===== src/hdl/bssd_pkg.sv =====
// Shared types, constants and the digit encoder for the BCD seven-segment scan driver.
// No dependencies; imported by bcd_seven_segment_scan_driver_top.
package bssd_pkg;

  localparam int ValueW = 10;
  localparam int SegW   = 7;
  localparam int EnW    = 3;

  typedef logic [ValueW-1:0] value_t;
  typedef logic [SegW-1:0]   seg_t;
  typedef logic [EnW-1:0]    en_t;
  typedef logic [3:0]        digit_t;

  localparam logic CMD_LOAD = 1'b0;
  localparam logic CMD_TICK = 1'b1;

  localparam value_t VALUE_MAX = value_t'(999);

  // Scan position: one-hot codes double as the digit enable.
  typedef enum logic [EnW-1:0] {
    SCAN_HUND  = 3'b001,
    SCAN_TENS  = 3'b010,
    SCAN_UNITS = 3'b100
  } scan_t;

  // Common cathode, bit 0 = segment a.
  function automatic seg_t seg_encode(input digit_t d);
    seg_t s;
    case (d)
      4'd0:    s = 7'h3F;
      4'd1:    s = 7'h06;
      4'd2:    s = 7'h5B;
      4'd3:    s = 7'h4F;
      4'd4:    s = 7'h66;
      4'd5:    s = 7'h6D;
      4'd6:    s = 7'h7D;
      4'd7:    s = 7'h07;
      4'd8:    s = 7'h7F;
      4'd9:    s = 7'h6F;
      default: s = 7'h00;
    endcase
    return s;
  endfunction

endpackage


===== src/hdl/bcd_seven_segment_scan_driver_top.sv =====
// Three-digit multiplexed seven-segment driver: input register, digit split and scan logic,
// output register. Depends on bssd_pkg.
//
//   channel | signals                      | payload
//   --------+------------------------------+----------------------------------
//   in      | in_valid / in_ready          | cmd, value
//   out     | out_valid / out_ready        | segments, digit_enable
//
// One item per cycle while no tick is held. A transfer is registered in the input register,
// then handled from there: a load rewrites the three digit patterns, a tick fills the output register.
// Reset clears the patterns to blank and points the scan at the hundreds digit.
// A tick waits in the input register only while the output register is full and not taken,
// and holds off the next transfer meanwhile; a load never waits in the input register.
module bcd_seven_segment_scan_driver_top (
  input  logic             clk,
  input  logic             rst,
  input  logic             in_valid,
  output logic             in_ready,
  input  logic             cmd,
  input  bssd_pkg::value_t value,
  output logic             out_valid,
  input  logic             out_ready,
  output bssd_pkg::seg_t   segments,
  output bssd_pkg::en_t    digit_enable
);
  import bssd_pkg::*;

  // input register
  logic   s1_valid;
  logic   s1_cmd;
  value_t s1_value;

  // digit store and scan
  seg_t  pat_hund, pat_tens, pat_units;
  scan_t scan, scan_next;
  seg_t  tick_seg;

  logic s1_fire;
  logic in_fire;

  assign s1_fire  = s1_valid && ((s1_cmd == CMD_LOAD) || !out_valid || out_ready);
  assign in_ready = !s1_valid || s1_fire;
  assign in_fire  = in_valid && in_ready;

  always_ff @(posedge clk) begin
    if (rst) begin
      s1_valid <= 1'b0;
    end else if (in_ready) begin
      s1_valid <= in_valid;
    end
  end

  always_ff @(posedge clk) begin
    if (in_fire) begin
      s1_cmd   <= cmd;
      s1_value <= value;
    end
  end

  // Digit split by reciprocal multiply: v/100 = (v*41)>>12 for v < 1000,
  // r/10 = (r*205)>>11 for r < 100.
  value_t       v_sat;
  logic [15:0]  hund_prod;
  digit_t       hund;
  logic [10:0]  hund_x100;
  logic [10:0]  rem_full;
  logic [6:0]   rem;
  logic [14:0]  tens_prod;
  digit_t       tens;
  logic [6:0]   tens_x10;
  logic [6:0]   units_full;
  digit_t       units;

  always_comb begin
    v_sat      = (s1_value > VALUE_MAX) ? VALUE_MAX : s1_value;
    hund_prod  = {6'd0, v_sat} * 16'd41;
    hund       = hund_prod[15:12];
    hund_x100  = {7'd0, hund} * 11'd100;
    rem_full   = {1'b0, v_sat} - hund_x100;
    rem        = rem_full[6:0];
    tens_prod  = {8'd0, rem} * 15'd205;
    tens       = tens_prod[14:11];
    tens_x10   = {3'd0, tens} * 7'd10;
    units_full = rem - tens_x10;
    units      = units_full[3:0];
  end

  always_ff @(posedge clk) begin
    if (rst) begin
      pat_hund  <= '0;
      pat_tens  <= '0;
      pat_units <= '0;
    end else if (s1_fire && (s1_cmd == CMD_LOAD)) begin
      pat_hund  <= seg_encode(hund);
      pat_tens  <= seg_encode(tens);
      pat_units <= seg_encode(units);
    end
  end

  always_comb begin
    case (scan)
      SCAN_HUND: begin
        tick_seg  = pat_hund;
        scan_next = SCAN_TENS;
      end
      SCAN_TENS: begin
        tick_seg  = pat_tens;
        scan_next = SCAN_UNITS;
      end
      default: begin
        tick_seg  = pat_units;
        scan_next = SCAN_HUND;
      end
    endcase
  end

  always_ff @(posedge clk) begin
    if (rst) begin
      scan <= SCAN_HUND;
    end else if (s1_fire && (s1_cmd == CMD_TICK)) begin
      scan <= scan_next;
    end
  end

  // output register
  always_ff @(posedge clk) begin
    if (rst) begin
      out_valid <= 1'b0;
    end else if (s1_fire && (s1_cmd == CMD_TICK)) begin
      out_valid <= 1'b1;
    end else if (out_ready) begin
      out_valid <= 1'b0;
    end
  end

  always_ff @(posedge clk) begin
    if (s1_fire && (s1_cmd == CMD_TICK)) begin
      segments     <= tick_seg;
      digit_enable <= (scan == SCAN_HUND || scan == SCAN_TENS) ? en_t'(scan) : en_t'(SCAN_UNITS);
    end
  end

  // assertions
  a_load_no_stall: assert property (@(posedge clk) disable iff (rst)
    (s1_valid && (s1_cmd == CMD_LOAD)) |-> in_ready)
    else $error("load held in input register");

  a_scan_hund_to_tens: assert property (@(posedge clk) disable iff (rst)
    (s1_fire && (s1_cmd == CMD_TICK) && (scan == SCAN_HUND)) |=> (scan == SCAN_TENS))
    else $error("scan did not advance from hundreds");

  a_tick_stall_holds: assert property (@(posedge clk) disable iff (rst)
    (s1_valid && (s1_cmd == CMD_TICK) && out_valid && !out_ready)
      |=> (s1_valid && $stable(scan) && $stable(segments)))
    else $error("stalled tick lost or scan moved");

  a_enable_onehot: assert property (@(posedge clk) disable iff (rst)
    out_valid |-> $onehot(digit_enable))
    else $error("digit enable not one-hot");

endmodule


===== config.mk =====
export PLATFORM = sky130hd
export DESIGN_NAME = bcd_seven_segment_scan_driver_top
export DESIGN_NICKNAME = d
export VERILOG_FILES = /design/src/hdl/bssd_pkg.sv /design/src/hdl/bcd_seven_segment_scan_driver_top.sv
export SDC_FILE = /design/constraint.sdc
export NUM_CORES = 1
export LEC_CHECK = 0
export BUFFER_PORTS_ARGS = -buffer_cell sky130_fd_sc_hd__buf_4
export CORE_MARGIN = 5
export CORE_UTILIZATION = 62
export CTS_CLUSTER_SIZE = 14
export DETAILED_ROUTE_END_ITERATION = 8
export GPL_ROUTABILITY_DRIVEN = 0
export PLACE_DENSITY = 0.81
export SLEW_MARGIN = 40
export SYNTH_ARGS = -nofsm -noshare
export SYNTH_HDL_FRONTEND = slang
export SYNTH_SLANG_ARGS = --single-unit

===== constraint.sdc =====
create_clock -name clk -period 10.7 [get_ports clk]
set_input_delay 2.14 -clock clk [delete_from_list [all_inputs] [get_ports clk]]
set_output_delay 2.14 -clock clk [all_outputs]
set_load 0.005 [all_outputs]

# Yosys cells after proc, flatten, opt, wreduce, memory -nomap -nowiden
# Memory sizes are Yosys's and may differ from the RTL's. A register that Yosys moved wholly into a read port is not among the register bits.
# Index checks and enable logic that the tools add are counted.
# Widths: inputs -> output; s select.
# word_totals
regBits	26
latchBits	0
ramBits	0
romBits	336
inputBits	15
out_inout_bits	12
elab_cells	36
memories	3
# memory_table
name	words	width	rd	rd_clocked_by_memory_dff	wr	line_no	rtl
(name not given)	16	7	1	1	0	bssd_pkg.sv:29	case (d)
(name not given)	16	7	1	1	0	bssd_pkg.sv:29	
(name not given)	16	7	1	1	0	bssd_pkg.sv:29	
# classes
addsub	2
n_mul	4
div	0
order_cmp	1
n_eq_ne	2
shift	0
mux	5
n_bitwise	1
reduce_logical	11
# ops
cell	count
$mul 10x6->16 const B	1
$mul 7x8->15 const B	1
$pmux 7 s2	1
$gt 10x10->1 const B	1
$mux 10	1
$sub 7x7->7	1
$pmux 3 s2	1
$mul 4x5->5 const B	1
$logic_and 1x1->1	4
$logic_or 1x1->1	4
$mul 4x3->3 const B	1
$sub 4x4->4	1
$eq 3x1->1 const B	1
$eq 3x2->1 const B	1
$logic_not 1->1	2
$mux 1	2
$reduce_bool 2->1	1
$not 1->1	1

# Longest topological paths before layout
# depth
word_depth	8
ltp_mapped	44
mapped_depth_nobuf	43

# Worst setup path before layout
# OpenSTA, ideal clock, no wires.
# synth_path
path_type	flip-flop to flip-flop
startpoint	register s1_value[5]
endpoint	register pat_units[4]
setup_ns	0.137
t_arrival_ns	9.262
required_ns	10.563
setup_slack_ns	1.301
stages_incl_launch_ff	41
path_buffers	1
synth_period_minus_slack_ns	9.399
cell_sequence	edfxtp_1 > nand4_2 > o21ai_0 > inv_1 > ha_1 > inv_1 > fa_1 > inv_1 > ha_1 > ha_1 > a21o_1 > a2111o_1 > nor2b_4 > nand2_1 > mux2i_1 > inv_1 > ha_1 > inv_1 > (+5 left out) > ha_1 > fa_1 > inv_1 > fa_1 > inv_1 > ha_1 > a21oi_1 > a211oi_1 > a2111oi_0 > a211o_1 > buf_2 > ha_1 > fa_1 > xnor2_1 > xnor2_2 > xnor2_4 > a311oi_1 > a211oi_1
# synth_via
elab_chain_cells	8
# synth_lines
element	line_no	rtl
from (decl)	bcd_seven_segment_scan_driver_top.sv:31	value_t s1_value;
from (signal assigned)	bcd_seven_segment_scan_driver_top.sv:56	s1_value <= value;
$gt 10x10->1	bcd_seven_segment_scan_driver_top.sv:75	v_sat = (s1_value > VALUE_MAX) ? VALUE_MAX : s1_value;
$mux 10 (*)	bcd_seven_segment_scan_driver_top.sv:75	
$mul 10x6->16	bcd_seven_segment_scan_driver_top.sv:76	hund_prod = {6'd0, v_sat} * 16'd41;
$mul 4x5->5	bcd_seven_segment_scan_driver_top.sv:78	hund_x100 = {7'd0, hund} * 11'd100;
$sub 7x7->7 (*)	bcd_seven_segment_scan_driver_top.sv:79	rem_full = {1'b0, v_sat} - hund_x100;
$mul 7x8->15	bcd_seven_segment_scan_driver_top.sv:81	tens_prod = {8'd0, rem} * 15'd205;
$mul 4x3->3	bcd_seven_segment_scan_driver_top.sv:83	tens_x10 = {3'd0, tens} * 7'd10;
$sub 4x4->4 (*)	bcd_seven_segment_scan_driver_top.sv:84	units_full = rem - tens_x10;
to (decl)	bcd_seven_segment_scan_driver_top.sv:34	seg_t pat_hund, pat_tens, pat_units;
# Every way passes the cells marked *; elsewhere a longest branch is shown, timed or not.
# A chain may end at the register's enable or synchronous reset.

# Final worst setup path
# layout_path
startpoint	register s1_value[5]
endpoint	register pat_units[6]
# The elaborated chain is that of the path after synthesis.

==> impl_metrics.json <==
{
  "grtUsageMet3_pct": 2.88,
  "cp.arrival_ns": 10.31,
  "netlist_top_cells_count": "ha_1 (86), inv_1 (56), nor2_1 (41)",
  "path_clk_slew_ns": 0.09,
  "reg2reg_from": "s1_value[5]",
  "overflow": 0,
  "grt_busiest_layer": "met2",
  "async_flop_share_pct": 0,
  "synth-seq-cells": 47,
  "crit_type": "flop to flop",
  "max-cap-violations": 0,
  "maxSlewHeadroom_pct": 50.8,
  "dp_hpwl_mm": 7.18,
  "setup_viol": 0,
  "wl_per_cell_um": 15.1,
  "synth_cell_types": 66,
  "yosysSeqAreaShare_pct": 26.4,
  "fp.dieW_um": 93.9,
  "cp_max_fo": 9,
  "drc_errors": 0,
  "rows": 30,
  "status": "finished clean",
  "num_vias": 3401,
  "root_buffer": "clkbuf_8",
  "wl_mm": 8.83,
  "nets": 600,
  "clock_sinks": 47,
  "yosysMostFrequentCell": "ha_1",
  "yosysTopAreaCell": "ha_1",
  "cts_hold_buf": 0,
  "critical-path-max-stage-delay_ns": 0.51,
  "worstHoldPathType": "flop to flop",
  "cp-start-kind": "flop",
  "avgSynthCellArea_um2": 9.43,
  "drt_iter0_markers": 209,
  "layout_min_cycle_time_ns": 10.08,
  "h-tree-depth": 2,
  "grt_pass1_wl_mm": 14.9,
  "antenna_found_initial": 0,
  "finalClockSkew_ns": 0.0114,
  "synth_ff_type": "dfxtp_1",
  "min_period_over_period_pct": 94.2,
  "place_area_um2": 4660,
  "start_util_pct": 63.9,
  "grt_pass1_vias": 3333,
  "tns_ns": 0,
  "hp-start": "pat_units[1]",
  "ant_nets": 0,
  "cts_made_buffers": 5,
  "grt_usage_pct": 20.9,
  "die_height_um": 93.9,
  "fmax_mhz": 99.3,
  "crit_start": "s1_value[5]",
  "grt_use_met1_pct": 26.2,
  "grt_max_degree": 29,
  "firstDrtPassIters": 4,
  "synth_nets": 577,
  "synth_area_um2": 4360,
  "portBuffers": 26,
  "drv_slew": 0,
  "cts_tree": "built",
  "syn_inst": 463,
  "cpMostUsedCell": "ha_1",
  "coreArea_um2": 6830,
  "synth_edf_count": 21,
  "synth.area.top_cells": "ha_1 (25%), edfxtp_1 (14%), dfxtp_1 (12%)",
  "cts.path.max_buffers": 2,
  "cp.required_ns": 10.93,
  "slowest_stage": "edfxtp_1",
  "syn_to_final_growth_pct": 9.63,
  "antenna_cells": 0,
  "final_area_um2": 4780,
  "worst_skew_pair.late_latency_ns": 0.31,
  "die_area_um2": 8820,
  "drive_gt1_share_pct": 14.4,
  "ios": 27,
  "synth_top_area_share_pct": 24.7,
  "worstMarginPinSlew_ns": 0.733,
  "ys.warnings.count": 0,
  "grtUsageMet2_pct": 36.4,
  "hold_viol": 0,
  "via_per_inst": 5.83,
  "reg2reg_slack_ns": 0.62,
  "cp-end-kind": "flop"
}
[layer usage]
layer | share of wire (%) | up-vias
li1 | - | 1685
met1 | 44 | 1600
met2 | 49 | 91
met3 | 4.0 | 25
met4 | 3.0 | 0
met5 | 0 | -
[layout by cell type (no fill, tap or decap), types with 3 or more instances in the layout]
| master | netlist | layout |
|---|---|---|
| o21bai_1 | 3 | 3 |
| a22oi_1 | 8 | 8 |
| dfxtp_1 | 26 | 26 |
| mux2i_1 | 4 | 4 |
| inv_1 | 56 | 56 |
| nand4_1 | 4 | 4 |
| ha_1 | 86 | 86 |
| a211oi_1 | 10 | 9 |
| a21o_1 | 4 | 4 |
| a311oi_1 | 5 | 5 |
| edfxtp_1 | 21 | 21 |
| nor2b_1 | 4 | 4 |
| fa_1 | 13 | 13 |
| xnor2_1 | 13 | 13 |
| or2_2 | 6 | 6 |
| o21ai_0 | 10 | 9 |
| and3_1 | 4 | 4 |
| nor3_1 | 5 | 5 |
| a21oi_1 | 11 | 11 |
| nand3b_1 | 3 | 3 |
| nand2b_1 | 3 | 3 |
| a31oi_1 | 5 | 5 |
| nor2_1 | 41 | 39 |
| xor2_1 | 4 | 3 |
| nand2_1 | 34 | 34 |
| nand3_1 | 14 | 14 |
| buf_4 | 0 | 31 |
| clkbuf_8 | 0 | 6 |
[worst max-delay path: cells and delay by family, from the launching register on]
kind                       cells  cell delay [ns]
and+or+nand+nor                4             0.57
AOI/OAI and AO/OA             11             2.65
xor gates and xnor gates       5             1.20
adders and majority gates     14             4.48
buffers and inverters          7             0.58
DFF                            1             0.51
[cells by family after synthesis]
kind of cell / count (synthesis) / share of synthesized area [%]
AO/OA/AOI/OAI: 88 / 15.3
XOR/XNOR: 21 / 5.30
adder cells (fa/ha/maj): 102 / 31.4
buffers and inverters: 72 / 6.25
flip-flops: 47 / 26.4
multiplexers: 6 / 1.43
AND/OR/NAND/NOR: 127 / 13.9
[sequential cells by signal, indices dropped and copies added (netlist names)]
name,flops
digit_enable,3
pat_units,7
pat_hund,7
s1_value,10
pat_tens,7
s1_cmd,1
out_valid,1
segments,7
s1_valid,1
scan,3
[through the flow]
stage	utilization [%]	hold slack [ns]	cells	setup slack [ns]
after floorplan	-	0.425	463	1.30
after global placement	68.0	0.450	573	0.653
after detailed placement	68.2	0.457	573	0.285
after CTS	69.6	0.474	581	0.254
after global routing	70.0	0.501	583	-0.00297
final	70.0	0.476	583	0.624
[worst paths after layout]
| check | end | cells after the start |
|---|---|---|
| setup / recovery | pat_units[6] | 41 |
| hold / removal | pat_units[1] | 2 |
| setup reg to reg | pat_units[6] | 41 |
| hold reg to reg | pat_units[1] | 2 |
[area by class of cell]
type                    count  area, um^2
fillers                   522        2050
well taps                  96         120
clock inverters             2        15.0
clock buffers               6        82.6
inverters                  57         214
repair buffers             31         233
multi-input cells         344        2970
flip-flops and latches     47        1150
[timing repair]
| item | 4_1_cts | 5_1_grt |
|---|---|---|
| setup buffers | 0 | 2 |
| gates resized for setup | 0 | 5 |
| setup endpoints to repair | 0 | 7 |
Power is not shown: default switching activity piles up to over one toggle a cycle in this logic, so the estimate is an artifact.
